[src/rtl/sha1_pkg.sv]
// Shared types, constants and control structs for the SHA-1 engine.
// Used by the controller, the datapath and the top level.
`default_nettype none

package sha1_pkg;

  // Initial chaining words.
  localparam logic [31:0] Iv0 = 32'h67452301;
  localparam logic [31:0] Iv1 = 32'hEFCDAB89;
  localparam logic [31:0] Iv2 = 32'h98BADCFE;
  localparam logic [31:0] Iv3 = 32'h10325476;
  localparam logic [31:0] Iv4 = 32'hC3D2E1F0;

  // Round constants, one for each group of twenty rounds.
  localparam logic [31:0] K0 = 32'h5A827999;
  localparam logic [31:0] K1 = 32'h6ED9EBA1;
  localparam logic [31:0] K2 = 32'h8F1BBCDC;
  localparam logic [31:0] K3 = 32'hCA62C1D6;

  localparam int          NumRounds = 80;
  localparam logic [6:0]  LastRound = 7'(NumRounds - 1);
  localparam logic [6:0]  Phase1Start = 7'd20;
  localparam logic [6:0]  Phase2Start = 7'd40;
  localparam logic [6:0]  Phase3Start = 7'd60;
  localparam logic [7:0]  PadByte = 8'h80;
  localparam logic [5:0]  LenPos = 6'd56;
  localparam logic [5:0]  LastPos = 6'd63;
  localparam logic [2:0]  LastIdx = 3'd4;

  typedef enum logic [2:0] {
    ST_IDLE,
    ST_PAD80,
    ST_PADZ,
    ST_PADLEN,
    ST_ROUND,
    ST_ADD,
    ST_OUT
  } state_t;

  typedef enum logic [1:0] {
    BSEL_DATA,
    BSEL_80,
    BSEL_ZERO,
    BSEL_LEN
  } bsel_t;

  typedef enum logic [1:0] {
    PH_CH,
    PH_PAR1,
    PH_MAJ,
    PH_PAR2
  } phase_t;

  typedef struct packed {
    logic       absorb;
    bsel_t      bsel;
    logic       snap_len;
    logic       load_work;
    logic       round_en;
    phase_t     phase;
    logic       add_chain;
    logic       init_chain;
    logic [2:0] out_idx;
  } dp_cmd_t;

  typedef struct packed {
    logic [5:0] fill_pos;
  } dp_stat_t;

endpackage

`default_nettype wire

[src/rtl/sha1_if.sv]
// Valid/ready channel interfaces for the SHA-1 engine: byte input and digest output.
// No dependencies.
`default_nettype none

interface sha1_in_if;
  logic       valid;
  logic       ready;
  logic       kind;
  logic [7:0] data_byte;

  modport source (output valid, output kind, output data_byte, input ready);
  modport sink   (input valid, input kind, input data_byte, output ready);
endinterface

interface sha1_out_if;
  logic        valid;
  logic        ready;
  logic [31:0] digest_word;
  logic [2:0]  word_index;
  logic        last_word;

  modport source (output valid, output digest_word, output word_index, output last_word,
                  input ready);
  modport sink   (input valid, input digest_word, input word_index, input last_word,
                  output ready);
endinterface

`default_nettype wire

[src/rtl/sha1_hash_engine.sv]
// SHA-1 hash engine top level: joins the controller and the datapath to the channels.
// Depends on sha1_pkg, sha1_if, sha1_ctrl and sha1_datapath.
//
//   Channel   Direction  Payload                                 Moves per transfer
//   in_ch     sink       kind, data_byte                         one message byte or finish
//   out_ch    source     digest_word, word_index, last_word      one digest word
//
// A data byte is absorbed when it is taken; the byte that completes a 64-byte block also
// starts a compression (80 rounds of the single round unit, then the chaining add; the working
// registers load in the byte's own cycle). A finish is followed by the padding bytes, a switch
// to the length bytes and a compression for each padded block, then the digest words in
// order.
// Synchronous active-low reset loads the initial chaining words and a zero length.
// No input is taken during padding, compression or digest output; a stalled output
// holds its word until the transfer completes.
`default_nettype none

module sha1_hash_engine (
  input  wire logic  clk,
  input  wire logic  rst_n,
  sha1_in_if.sink    in_ch,
  sha1_out_if.source out_ch
);

  sha1_pkg::dp_cmd_t  cmd;
  sha1_pkg::dp_stat_t stat;

  sha1_ctrl u_ctrl (
    .clk        (clk),
    .rst_n      (rst_n),
    .in_valid   (in_ch.valid),
    .in_kind    (in_ch.kind),
    .in_ready   (in_ch.ready),
    .out_valid  (out_ch.valid),
    .out_ready  (out_ch.ready),
    .word_index (out_ch.word_index),
    .last_word  (out_ch.last_word),
    .stat       (stat),
    .cmd        (cmd)
  );

  sha1_datapath u_datapath (
    .clk         (clk),
    .rst_n       (rst_n),
    .cmd         (cmd),
    .data_byte   (in_ch.data_byte),
    .stat        (stat),
    .digest_word (out_ch.digest_word)
  );

endmodule

`default_nettype wire

[src/rtl/sha1_datapath.sv]
// SHA-1 datapath: message window, bit-length counter, working and chaining registers.
// Depends on sha1_pkg; driven by sha1_ctrl through dp_cmd_t.
`default_nettype none

module sha1_datapath (
  input  wire logic              clk,
  input  wire logic              rst_n,
  input  wire sha1_pkg::dp_cmd_t cmd,
  input  wire logic [7:0]        data_byte,
  output sha1_pkg::dp_stat_t     stat,
  output logic [31:0]            digest_word
);

  logic [31:0] win_r [0:15];
  logic [31:0] win_nxt [0:15];
  logic [31:0] h_r [0:4];
  logic [31:0] h_nxt [0:4];
  logic [31:0] a_r, b_r, c_r, d_r, e_r;
  logic [31:0] a_nxt, b_nxt, c_nxt, d_nxt, e_nxt;
  logic [60:0] len_r, len_nxt;   // bit length divided by eight
  logic [63:0] snap_r, snap_nxt;
  logic [7:0]  byte_in;
  logic [31:0] f_val, k_val, t_val, sched_new;

  always_comb begin
    case (cmd.bsel)
      sha1_pkg::BSEL_DATA: byte_in = data_byte;
      sha1_pkg::BSEL_80:   byte_in = sha1_pkg::PadByte;
      sha1_pkg::BSEL_ZERO: byte_in = 8'h00;
      sha1_pkg::BSEL_LEN:  byte_in = snap_r[63:56];
      default:             byte_in = 8'h00;
    endcase
  end

  always_comb begin
    case (cmd.phase)
      sha1_pkg::PH_CH: begin
        f_val = (b_r & c_r) | (~b_r & d_r);
        k_val = sha1_pkg::K0;
      end
      sha1_pkg::PH_PAR1: begin
        f_val = b_r ^ c_r ^ d_r;
        k_val = sha1_pkg::K1;
      end
      sha1_pkg::PH_MAJ: begin
        f_val = (b_r & c_r) | (b_r & d_r) | (c_r & d_r);
        k_val = sha1_pkg::K2;
      end
      sha1_pkg::PH_PAR2: begin
        f_val = b_r ^ c_r ^ d_r;
        k_val = sha1_pkg::K3;
      end
      default: begin
        f_val = b_r ^ c_r ^ d_r;
        k_val = sha1_pkg::K3;
      end
    endcase
  end

  // The window holds the next sixteen schedule words; word zero is used this round.
  assign sched_new = win_r[13] ^ win_r[8] ^ win_r[2] ^ win_r[0];
  assign t_val = {a_r[26:0], a_r[31:27]} + f_val + e_r + win_r[0] + k_val;

  always_comb begin
    for (int i = 0; i < 16; i++) begin
      win_nxt[i] = win_r[i];
    end
    if (cmd.absorb) begin
      for (int i = 0; i < 15; i++) begin
        win_nxt[i] = {win_r[i][23:0], win_r[i + 1][31:24]};
      end
      win_nxt[15] = {win_r[15][23:0], byte_in};
    end else if (cmd.round_en) begin
      for (int i = 0; i < 15; i++) begin
        win_nxt[i] = win_r[i + 1];
      end
      win_nxt[15] = {sched_new[30:0], sched_new[31]};
    end
  end

  always_comb begin
    a_nxt = a_r;
    b_nxt = b_r;
    c_nxt = c_r;
    d_nxt = d_r;
    e_nxt = e_r;
    if (cmd.load_work) begin
      a_nxt = h_r[0];
      b_nxt = h_r[1];
      c_nxt = h_r[2];
      d_nxt = h_r[3];
      e_nxt = h_r[4];
    end else if (cmd.round_en) begin
      a_nxt = t_val;
      b_nxt = a_r;
      c_nxt = {b_r[1:0], b_r[31:2]};
      d_nxt = c_r;
      e_nxt = d_r;
    end
  end

  always_comb begin
    for (int i = 0; i < 5; i++) begin
      h_nxt[i] = h_r[i];
    end
    len_nxt = len_r;
    snap_nxt = snap_r;
    if (cmd.absorb) begin
      len_nxt = len_r + 61'd1;
    end
    if (cmd.snap_len) begin
      snap_nxt = {len_r, 3'b000};
    end else if (cmd.absorb && cmd.bsel == sha1_pkg::BSEL_LEN) begin
      snap_nxt = {snap_r[55:0], 8'h00};
    end
    if (cmd.add_chain) begin
      h_nxt[0] = h_r[0] + a_r;
      h_nxt[1] = h_r[1] + b_r;
      h_nxt[2] = h_r[2] + c_r;
      h_nxt[3] = h_r[3] + d_r;
      h_nxt[4] = h_r[4] + e_r;
    end
    if (cmd.init_chain) begin
      h_nxt[0] = sha1_pkg::Iv0;
      h_nxt[1] = sha1_pkg::Iv1;
      h_nxt[2] = sha1_pkg::Iv2;
      h_nxt[3] = sha1_pkg::Iv3;
      h_nxt[4] = sha1_pkg::Iv4;
      len_nxt = '0;
    end
  end

  always_ff @(posedge clk) begin
    if (!rst_n) begin
      h_r[0] <= sha1_pkg::Iv0;
      h_r[1] <= sha1_pkg::Iv1;
      h_r[2] <= sha1_pkg::Iv2;
      h_r[3] <= sha1_pkg::Iv3;
      h_r[4] <= sha1_pkg::Iv4;
      len_r  <= '0;
    end else begin
      for (int i = 0; i < 5; i++) begin
        h_r[i] <= h_nxt[i];
      end
      len_r <= len_nxt;
    end
  end

  always_ff @(posedge clk) begin
    for (int i = 0; i < 16; i++) begin
      win_r[i] <= win_nxt[i];
    end
    a_r    <= a_nxt;
    b_r    <= b_nxt;
    c_r    <= c_nxt;
    d_r    <= d_nxt;
    e_r    <= e_nxt;
    snap_r <= snap_nxt;
  end

  always_comb begin
    case (cmd.out_idx)
      3'd0:    digest_word = h_r[0];
      3'd1:    digest_word = h_r[1];
      3'd2:    digest_word = h_r[2];
      3'd3:    digest_word = h_r[3];
      3'd4:    digest_word = h_r[4];
      default: digest_word = h_r[0];
    endcase
  end

  assign stat.fill_pos = len_r[5:0];

endmodule

`default_nettype wire

[src/rtl/sha1_ctrl.sv]
// SHA-1 controller: sequences byte intake, padding, compression rounds and digest output.
// Depends on sha1_pkg; commands sha1_datapath through dp_cmd_t.
`default_nettype none

module sha1_ctrl (
  input  wire logic               clk,
  input  wire logic               rst_n,
  input  wire logic               in_valid,
  input  wire logic               in_kind,
  output logic                    in_ready,
  output logic                    out_valid,
  input  wire logic               out_ready,
  output logic [2:0]              word_index,
  output logic                    last_word,
  input  wire sha1_pkg::dp_stat_t stat,
  output sha1_pkg::dp_cmd_t       cmd
);

  sha1_pkg::state_t state_r, state_nxt;
  sha1_pkg::state_t ret_r, ret_nxt;   // where to resume after a compression
  logic [6:0] rnd_r, rnd_nxt;
  logic [2:0] idx_r, idx_nxt;
  logic       block_full;

  assign block_full = (stat.fill_pos == sha1_pkg::LastPos);

  always_ff @(posedge clk) begin
    if (!rst_n) begin
      state_r <= sha1_pkg::ST_IDLE;
      ret_r   <= sha1_pkg::ST_IDLE;
      rnd_r   <= '0;
      idx_r   <= '0;
    end else begin
      state_r <= state_nxt;
      ret_r   <= ret_nxt;
      rnd_r   <= rnd_nxt;
      idx_r   <= idx_nxt;
    end
  end

  always_comb begin
    state_nxt = state_r;
    ret_nxt   = ret_r;
    rnd_nxt   = rnd_r;
    idx_nxt   = idx_r;
    in_ready  = 1'b0;
    out_valid = 1'b0;
    cmd       = '0;
    cmd.bsel  = sha1_pkg::BSEL_DATA;
    cmd.out_idx = idx_r;

    if (rnd_r < sha1_pkg::Phase1Start) begin
      cmd.phase = sha1_pkg::PH_CH;
    end else if (rnd_r < sha1_pkg::Phase2Start) begin
      cmd.phase = sha1_pkg::PH_PAR1;
    end else if (rnd_r < sha1_pkg::Phase3Start) begin
      cmd.phase = sha1_pkg::PH_MAJ;
    end else begin
      cmd.phase = sha1_pkg::PH_PAR2;
    end

    case (state_r)
      sha1_pkg::ST_IDLE: begin
        in_ready = 1'b1;
        if (in_valid) begin
          if (!in_kind) begin
            cmd.absorb = 1'b1;
            if (block_full) begin
              cmd.load_work = 1'b1;
              rnd_nxt   = '0;
              ret_nxt   = sha1_pkg::ST_IDLE;
              state_nxt = sha1_pkg::ST_ROUND;
            end
          end else begin
            cmd.snap_len = 1'b1;
            state_nxt = sha1_pkg::ST_PAD80;
          end
        end
      end
      sha1_pkg::ST_PAD80: begin
        cmd.absorb = 1'b1;
        cmd.bsel   = sha1_pkg::BSEL_80;
        if (block_full) begin
          cmd.load_work = 1'b1;
          rnd_nxt   = '0;
          ret_nxt   = sha1_pkg::ST_PADZ;
          state_nxt = sha1_pkg::ST_ROUND;
        end else begin
          state_nxt = sha1_pkg::ST_PADZ;
        end
      end
      sha1_pkg::ST_PADZ: begin
        if (stat.fill_pos == sha1_pkg::LenPos) begin
          state_nxt = sha1_pkg::ST_PADLEN;
        end else begin
          cmd.absorb = 1'b1;
          cmd.bsel   = sha1_pkg::BSEL_ZERO;
          if (block_full) begin
            cmd.load_work = 1'b1;
            rnd_nxt   = '0;
            ret_nxt   = sha1_pkg::ST_PADZ;
            state_nxt = sha1_pkg::ST_ROUND;
          end
        end
      end
      sha1_pkg::ST_PADLEN: begin
        // Length bytes fill positions 56 through 63, most significant first.
        cmd.absorb = 1'b1;
        cmd.bsel   = sha1_pkg::BSEL_LEN;
        if (block_full) begin
          cmd.load_work = 1'b1;
          rnd_nxt   = '0;
          ret_nxt   = sha1_pkg::ST_OUT;
          state_nxt = sha1_pkg::ST_ROUND;
        end
      end
      sha1_pkg::ST_ROUND: begin
        cmd.round_en = 1'b1;
        rnd_nxt = rnd_r + 7'd1;
        if (rnd_r == sha1_pkg::LastRound) begin
          state_nxt = sha1_pkg::ST_ADD;
        end
      end
      sha1_pkg::ST_ADD: begin
        cmd.add_chain = 1'b1;
        idx_nxt   = '0;
        state_nxt = ret_r;
      end
      sha1_pkg::ST_OUT: begin
        out_valid = 1'b1;
        if (out_ready) begin
          if (idx_r == sha1_pkg::LastIdx) begin
            cmd.init_chain = 1'b1;
            idx_nxt   = '0;
            state_nxt = sha1_pkg::ST_IDLE;
          end else begin
            idx_nxt = idx_r + 3'd1;
          end
        end
      end
      default: begin
        state_nxt = sha1_pkg::ST_IDLE;
      end
    endcase
  end

  assign word_index = idx_r;
  assign last_word  = (idx_r == sha1_pkg::LastIdx);

endmodule

`default_nettype wire
[src/flat_wrapper.sv]
// flat-port wrapper written by rule: the top's interface ports become plain ports
module sha1_hash_engine_flat 
  (clk, rst_n, in_ch_valid, in_ch_kind, in_ch_data_byte, in_ch_ready, out_ch_valid, out_ch_digest_word, out_ch_word_index, out_ch_last_word, out_ch_ready);
  sha1_in_if in_ch_i ();
  sha1_out_if out_ch_i ();
  input  wire logic clk;
  input  wire logic rst_n;
  input wire logic [$bits(in_ch_i.valid)-1:0] in_ch_valid;
  input wire logic [$bits(in_ch_i.kind)-1:0] in_ch_kind;
  input wire logic [$bits(in_ch_i.data_byte)-1:0] in_ch_data_byte;
  output wire logic [$bits(in_ch_i.ready)-1:0] in_ch_ready;
  output wire logic [$bits(out_ch_i.valid)-1:0] out_ch_valid;
  output wire logic [$bits(out_ch_i.digest_word)-1:0] out_ch_digest_word;
  output wire logic [$bits(out_ch_i.word_index)-1:0] out_ch_word_index;
  output wire logic [$bits(out_ch_i.last_word)-1:0] out_ch_last_word;
  input wire logic [$bits(out_ch_i.ready)-1:0] out_ch_ready;
  assign in_ch_i.valid = in_ch_valid;
  assign in_ch_i.kind = in_ch_kind;
  assign in_ch_i.data_byte = in_ch_data_byte;
  assign in_ch_ready = in_ch_i.ready;
  assign out_ch_valid = out_ch_i.valid;
  assign out_ch_digest_word = out_ch_i.digest_word;
  assign out_ch_word_index = out_ch_i.word_index;
  assign out_ch_last_word = out_ch_i.last_word;
  assign out_ch_i.ready = out_ch_ready;
  sha1_hash_engine u_core (.clk(clk), .rst_n(rst_n), .in_ch(in_ch_i), .out_ch(out_ch_i));
endmodule
[config.mk]
export PLATFORM = sky130hd
export DESIGN_NAME = sha1_hash_engine_flat
export DESIGN_NICKNAME = d
export VERILOG_FILES = /design/src/rtl/sha1_pkg.sv /design/src/rtl/sha1_if.sv /design/src/rtl/sha1_hash_engine.sv /design/src/rtl/sha1_datapath.sv /design/src/rtl/sha1_ctrl.sv /design/src/flat_wrapper.sv
export SDC_FILE = /design/constraint.sdc
export NUM_CORES = 2
export LEC_CHECK = 0
export BUFFER_PORTS_ARGS = -buffer_cell sky130_fd_sc_hd__clkbuf_2
export CELL_PAD_IN_SITES_DETAIL_PLACEMENT = 0
export CELL_PAD_IN_SITES_GLOBAL_PLACEMENT = 1
export CORE_UTILIZATION = 50
export DETAILED_ROUTE_END_ITERATION = 6
export HOLD_SLACK_MARGIN = 0.08
export PLACE_DENSITY_LB_ADDON = 0.1
export SYNTH_ARGS = -nofsm -noshare
export SYNTH_HDL_FRONTEND = slang
export SYNTH_SLANG_ARGS = --single-unit
[constraint.sdc]
create_clock -name clk -period 53 [get_ports clk]
set_clock_uncertainty 0.05 [all_clocks]
set_input_delay 5.3 -clock clk [delete_from_list [all_inputs] [get_ports clk]]
set_output_delay 5.3 -clock clk [all_outputs]
set_load 0.02 [all_outputs]
# Word-level counts from Yosys, hierarchy flattened
# Memories as Yosys holds them, arrays and structs flattened.
# Index checks and enable logic that the tools add are counted.
# Widths: inputs -> output; s select.
# word_totals
wordCells	163
n_memories	2
out_inout_bits	38
in_bits	13
ram_bits	672
register_bits	298
# op_classes
bitwise_logic	19
reduce_logical	16
n_eq_ne	27
order_cmp	3
addsub	12
n_mux	73
# mem_list
memory	depth	width	read_ports	rd_clocked_by_memory_dff	write_ports	line_no	rtl
u_core.u_datapath.win_r	16	32	16	0	16	sha1_datapath.sv:14	logic [31:0] win_r [0:15];
u_core.u_datapath.h_r	5	32	5	0	5	sha1_datapath.sv:16	logic [31:0] h_r [0:4];
# op_table
operator	n
$mux 512	2
$mux 32	15
$mux 160	2
$add 32x32->32	9
$pmux 32 s4	2
$xor 32x32->32	5
$and 32x32->32	4
$mux 64	2
$or 32x32->32	3
$pmux 32 s3	1
$add 61x1->61 const B	1
$mux 3	17
$not 32->32	1
$pmux 8 s4	1
$mux 7	4
$pmux 7 s4	1
$pmux 3 s7	1
$mux 1	17
$ne 2x2->1 const B	8
$lt 7x6->1 const B	2
$eq 3x2->1 const B	4
$eq 3x3->1 const B	4
$eq 6x6->1 const B	2
$pmux 3 s4	1
other kinds (22)	41

# Longest topological paths before layout
# depth
word_depth	13
mapped_depth	27

# Cells and area by module
# Synthesis repeated with hierarchy kept, for this count alone.
# hier_totals
cells_unflattened	4672
area_unflattened_um2	54813.8
# by_module_without_submodules
mod	instances	area_each_um2	cells_per_inst	seq_area_each_um2
sha1_datapath	1	53749.0	4552	26435.4
sha1_ctrl	1	1064.8	120	300.3

# Worst setup path after synthesis
# No wires, ideal clock.
# synth_timing
kind	register to register
startpoint	reg u_core.u_ctrl.state_r[2]
endpoint	reg u_core.u_ctrl.rnd_r[5]
stages_incl_launch_ff	10
t_arrival_ns	47.160
path_buffers	1
setup_time_ns	0.071
setup_slack_ns	5.720
synth_period_minus_slack_ns	47.280
cell_sequence	dfxtp_1 -> buf_2 -> clkinv_1 -> nor2_1 -> inv_1 -> o21ai_0 -> a21boi_1 -> nand4_1 -> or3_1 -> a21oi_1
# synth_via
elab_chain_cells	4
# synth_lines
item	line_no	rtl
from (decl)	sha1_ctrl.sv:19	sha1_pkg::state_t state_r, state_nxt;
from (signal assigned)	sha1_ctrl.sv:29	state_r <= sha1_pkg::ST_IDLE;
from (signal assigned)	sha1_ctrl.sv:34	state_r <= state_nxt;
$eq 3x2->1 / $eq 3x1->1 (equally long branches)	sha1_ctrl.sv:62	case (state_r)
$reduce_or 2->1 (no source line)	-	
$reduce_bool 4->1 (no source line)	-	
$reduce_and 4->1 (no source line)	-	
to (signal assigned)	sha1_ctrl.sv:36	rnd_r <= rnd_nxt;
to (decl)	sha1_ctrl.sv:21	logic [6:0] rnd_r, rnd_nxt;
# Parallel ways exist; a longest one is shown, timed or not.
# A chain may end at the register's enable or synchronous reset.

==> impl.org <==
** Final layout
- The repair_antennas step left the layout with diodes totalling 0.
- Core Util, Final :: 55.35%
- Area growth from synthesis to final layout :: 9.375%
- Cells with a size suffix above 1 make up 5.505% of the layout.
- Fill cells :: 9,841
- In the final layout, flip-flops and latches occupy 0.02674 mm2.
- Fin nets :: 6,211
- Multi-input logic area :: 0.02565 mm2
- Leading cell types in the layout, fill and taps excluded :: 2,168 x sky130_fd_sc_hd__nand2_1, 733 x sky130_fd_sc_hd__edfxtp_1, 278 x sky130_fd_sc_hd__inv_1, 270 x sky130_fd_sc_hd__o21ai_0
- The library cell used most frequently in the layout, excluding fill and tap cells, is sky130_fd_sc_hd__nand2_1.

** Timing
- In this run the tightest slew margin relative to its limit is 19.98%.
- Setup repair after global routing left no endpoint under its margin.
- At the pin with the least slew margin, the transition time is 1.200 ns.
- Share of the clock period used by the worst path after layout :: 17.80%
- Setup TNS :: 0 ns
- The hold violation total from the final report came to 0.
- Minimum period implied by the final worst setup slack :: 9.435 ns
- Endpoints failing setup :: 0
- Fin. max-slew vios :: 0
- Max frequency :: 0.1060 GHz

** Yosys
- The synthesized netlist occupies a cell area of 0.05440 mm2.
- The number of different library cells used by synthesis comes to 81.
- Post-synth ARST share :: 0%
- Mapped Avg Cell Area :: 9.157 um2
- For this run, the leading register cell type out of synthesis is sky130_fd_sc_hd__edfxtp_1.
- Seq cells post-synth :: 969
- Synthesized netlist net count :: 6,285
- After technology mapping, the gate count stands at 5,941.
- For this run, the number of Yosys warnings is 0.
- Sequential cells were found to cover 49.15% of the synthesized design area.
- EDFF count, synth :: 733

** Drt
- The final layout contains routed wiring with a total length of 145.3 mm.
- Routed Antenna Nets :: 0
- Count of TritonRoute iterations in the first routing pass :: 6
- The first routing iteration left 3,502 violations.
- Detailed-route vias per instance :: 5.545
- Routed wirelength normalized by instance count :: 19.74 um
- For this block, the via count after detailed routing is 40,820.
- In the routed design, unresolved DRC markers number 0.

** Setup path
- Cell chain of the critical path :: clkbuf_2, nor2b_1, o22ai_1, a21oi_4, buf_4, buf_4, buf_4, buf_4, o21ai_0
- Critical Path Fanout Max :: 96
- CP max stage cell :: sky130_fd_sc_hd__buf_4
- For this run, the slowest stage of the critical path takes 0.86 ns.
- In this run the critical register-to-register path is captured at u_core.u_datapath.a_r[23].
- For the worst flop-to-flop path, the logic depth is 23.
- Cell mode on critical path :: sky130_fd_sc_hd__buf_4
- In this design, the largest share of critical-path delay is due to buffers and inverters.
- Critical path startpoint category :: input pin
- In this run the critical register-to-register path is launched from u_core.u_ctrl.rnd_r[5].
- The critical path contains buffers and inverters numbering 5 combined.
- Required time at the worst-slack endpoint :: 53.35 ns
- WP data arrival :: 9.79 ns
- Setup slack on the worst flop-to-flop path :: 45.16 ns
- Setup CP Type :: input pin to flop
- STA classifies the critical path endpoint as a flop.

** Global route
- Overall track demand over capacity in global routing :: 26.24%
- The number of global-route vias before repair is 39,710.
- The global routing stage identified its most utilized layer as met2.
- Entering global routing, the biggest net connects 176 pins.
- For met1 alone, demand over resource in global routing was 37.30%.
- In the global route stage, met3 resource usage came out at 3.001%.
- The first global-routing pass estimated 228.0 mm of wire.
- Met2 layer usage reported by global route :: 42.82%
- The number of antenna violations at the first check in global routing came to 0.
- Remaining global-route overflow :: 0

** Die
- FP Rows :: 120
- Die Ht :: 331.9 um
- Die footprint :: 0.1101 mm2
- Measured along the x axis, the die boundary spans 331.9 um.
- Standard cell core area :: 0.1075 mm2
- Number of top-level pins :: 51
- Initial core utilization :: 50.60%

** Clock network
- The root buffer cell chosen for the clock tree is sky130_fd_sc_hd__clkbuf_16.
- Number of levels in the clock H-tree :: 3
- TritonCTS built the clock tree.
- Count of clock tree sinks :: 969
- In this run, post-CTS hold repair placed 0 buffers.
- The number of gates resized after CTS was 0.
- Clock latency on the worst-skew pair :: 0.70 ns
- Clock slew seen by the registers of the worst setup and hold paths :: 0.06 ns
- CTS Buf Count :: 107
- Post-CTS timing repair inserted 0 buffers for setup.
- Maximum clock path buffer count :: 3

** Placed design
- Sum of net half-perimeters after detailed placement :: 98.74 mm
- Routability cong. :: 0.8963
- Number of input and output port buffers inserted :: 50

** Hold path
- Hold EP :: u_core.u_datapath.len_r[49]
- Path category of the worst min-delay check :: flop to flop
- The worst hold path passes through 2 cells.
- In this run the most critical hold path is launched from u_core.u_datapath.len_r[49].

** Pwr
- Sw Ratio :: 27.11%
- Combinational share of power :: 13.4%
- Portion of total power attributed to sequential cells :: 48.7%
- For this design the total switching power over the nets is 0.5556 mW.
- Clock network power share :: 37.9%
- VDD sags by at most 33.12 uV.
- Internal power comes to 1.494 mW.
- The analysis attributes to cell leakage a power of 25.22 nW.
- In this run the power density over the cells is 34.45 mW/mm2.

** Status
- The flow ran to the end, and the final reports show no timing, DRC or antenna violations.

** Flow run
- Max-cap violations in this run came to 0.
per-stage QoR:
stage / setup slack, ns / hold WS (ns) / total power, mW / cells / instance area (um2)
5_1_grt: 43.18 / 0.4656 / 2.141 / 7361 / 59500
3_3_place_gp: 42.84 / 0.4067 / 1.286 / 7161 / 55850
2_1_floorplan: 5.720 / 0.3931 / 1.279 / 5941 / 54400
3_5_place_dp: 42.79 / 0.4271 / 1.291 / 7161 / 55850
4_1_cts: 43.59 / 0.4369 / 2.070 / 7361 / 59500
6_report: 43.56 / 0.4354 / 2.050 / 7361 / 59500
synthesized netlist by cell type (7+ instances only):
cell,count,area (um2)
sky130_fd_sc_hd__mux2_2,28,315.3
sky130_fd_sc_hd__a221oi_1,7,61.31
sky130_fd_sc_hd__edfxtp_1,733,22010
sky130_fd_sc_hd__a22oi_1,74,555.5
sky130_fd_sc_hd__nand2b_1,27,168.9
sky130_fd_sc_hd__o211ai_1,58,435.4
sky130_fd_sc_hd__a31oi_1,57,356.6
sky130_fd_sc_hd__and2_1,16,100.1
sky130_fd_sc_hd__nor3_1,39,195.2
sky130_fd_sc_hd__and4_1,10,87.58
sky130_fd_sc_hd__nand3_1,81,405.4
sky130_fd_sc_hd__o21a_1,31,232.7
sky130_fd_sc_hd__nor2b_1,25,156.4
sky130_fd_sc_hd__inv_1,279,1047
sky130_fd_sc_hd__a211oi_1,27,202.7
sky130_fd_sc_hd__dfxtp_1,236,4725
sky130_fd_sc_hd__o31ai_1,14,105.1
sky130_fd_sc_hd__and3_1,34,212.7
sky130_fd_sc_hd__a21o_1,105,788.3
sky130_fd_sc_hd__o21ai_0,271,1356
sky130_fd_sc_hd__o21bai_1,19,142.6
sky130_fd_sc_hd__or2_2,9,56.30
sky130_fd_sc_hd__a21oi_1,239,1196
sky130_fd_sc_hd__nand2_1,2169,8142
sky130_fd_sc_hd__xor2_1,108,945.9
sky130_fd_sc_hd__mux2i_1,11,110.1
sky130_fd_sc_hd__xnor2_1,194,1699
sky130_fd_sc_hd__ha_1,206,2577
sky130_fd_sc_hd__clkbuf_1,246,923.4
sky130_fd_sc_hd__nor2_1,238,893.4
sky130_fd_sc_hd__a221o_1,29,290.3
sky130_fd_sc_hd__nor4_1,10,62.56
sky130_fd_sc_hd__buf_1,26,97.59
sky130_fd_sc_hd__fa_1,125,2502
sky130_fd_sc_hd__or3_1,27,168.9
sky130_fd_sc_hd__a2111oi_0,7,61.31
sky130_fd_sc_hd__a21boi_0,11,82.58
sky130_fd_sc_hd__nand4_1,20,125.1
how the worst max path moves through the flow:
stage | startpoint | slack [ns] | depth (start not counted) | to
6_report | in_ch_valid | 43.56 | 9 | u_core.u_datapath.win_r[1][226]
5_1_grt | in_ch_valid | 43.18 | 9 | u_core.u_datapath.win_r[1][226]
4_1_cts | in_ch_valid | 43.59 | 9 | u_core.u_datapath.win_r[1][226]
3_5_place_dp | in_ch_valid | 42.79 | 9 | u_core.u_datapath.win_r[1][250]
3_3_place_gp | in_ch_valid | 42.84 | 9 | u_core.u_datapath.win_r[1][226]
2_1_floorplan | u_core.u_ctrl.state_r[2] | 5.72 | 9 | u_core.u_ctrl.rnd_r[5]
flip-flops by register name (all words and copies together), names as in the netlist:
signal,flops
u_core.u_ctrl.word_index,3
u_core.u_ctrl.rnd_r,7
u_core.u_datapath.e_r,32
u_core.u_datapath.h_r,160
u_core.u_datapath.snap_r,61
u_core.u_ctrl.state_r,3
u_core.u_datapath.b_r,32
u_core.u_datapath.win_r,512
u_core.u_ctrl.ret_r,2
u_core.u_datapath.a_r,32
u_core.u_datapath.c_r,32
u_core.u_datapath.d_r,32
u_core.u_datapath.len_r,61
layer usage:
metal  up-vias  wire length, um
li1      20030                -
met1     19680            66950
met2       925            67740
met3       187             6972
met4         0             3616
met5         -                0
kinds of logic (layout without fill, tap and decap cells):
logic type / count (synthesis) / after routing / share of synthesized area, %
adders and majority gates: 331 / 331 / 9.338
DFF: 969 / 969 / 49.15
AOI/OAI and AO/OA: 1011 / 1011 / 11.80
muxes: 39 / 39 / 0.7820
xor gates and xnor gates: 302 / 302 / 4.862
buffers and inverters: 561 / 578 / 3.905
and+or+nand+nor: 2728 / 2728 / 20.17
area by class of cell:
type	count	area share, %
clock buffers	153	5.183
multi-input cells	4411	43.11
flip-flops and latches	969	44.93
clock inverters	47	0.9442
well taps	1403	2.950
inverters	280	1.766
repair buffers	98	1.110
power groups by stage:
stage / combinational [mW] / clock (mW) / sequential (mW)
after detailed placement: 0.278 / 0 / 1.01
final: 0.275 / 0.776 / 0.998
after CTS: 0.279 / 0.793 / 0.999
after global routing: 0.317 / 0.816 / 1.01
after global placement: 0.272 / 0 / 1.01
after floorplan: 0.213 / 0 / 1.07
worst register-to-register path, cell delays in order (launching register included):
cell and delay (ns):
sky130_fd_sc_hd__dfxtp_1 0.49, sky130_fd_sc_hd__o21ai_0 0.18, sky130_fd_sc_hd__a221oi_1 0.71, sky130_fd_sc_hd__ha_1 0.29, sky130_fd_sc_hd__clkinv_1 0.25, sky130_fd_sc_hd__buf_4 0.34
sky130_fd_sc_hd__o21ai_0 0.51, sky130_fd_sc_hd__fa_1 0.54, sky130_fd_sc_hd__fa_1 0.52, sky130_fd_sc_hd__inv_1 0.06, sky130_fd_sc_hd__fa_1 0.51, sky130_fd_sc_hd__ha_1 0.18
sky130_fd_sc_hd__inv_1 0.06, sky130_fd_sc_hd__fa_1 0.40, sky130_fd_sc_hd__nor2b_1 0.13, sky130_fd_sc_hd__o21a_1 0.14, sky130_fd_sc_hd__o21ai_0 0.15, sky130_fd_sc_hd__a211oi_1 0.51
sky130_fd_sc_hd__o21ai_0 0.20, sky130_fd_sc_hd__a21boi_0 0.27, sky130_fd_sc_hd__o31ai_1 0.16, sky130_fd_sc_hd__a2111oi_0 0.65, sky130_fd_sc_hd__o21a_1 0.19, sky130_fd_sc_hd__o31ai_1 0.07
Power figures use the tool's default switching activity.
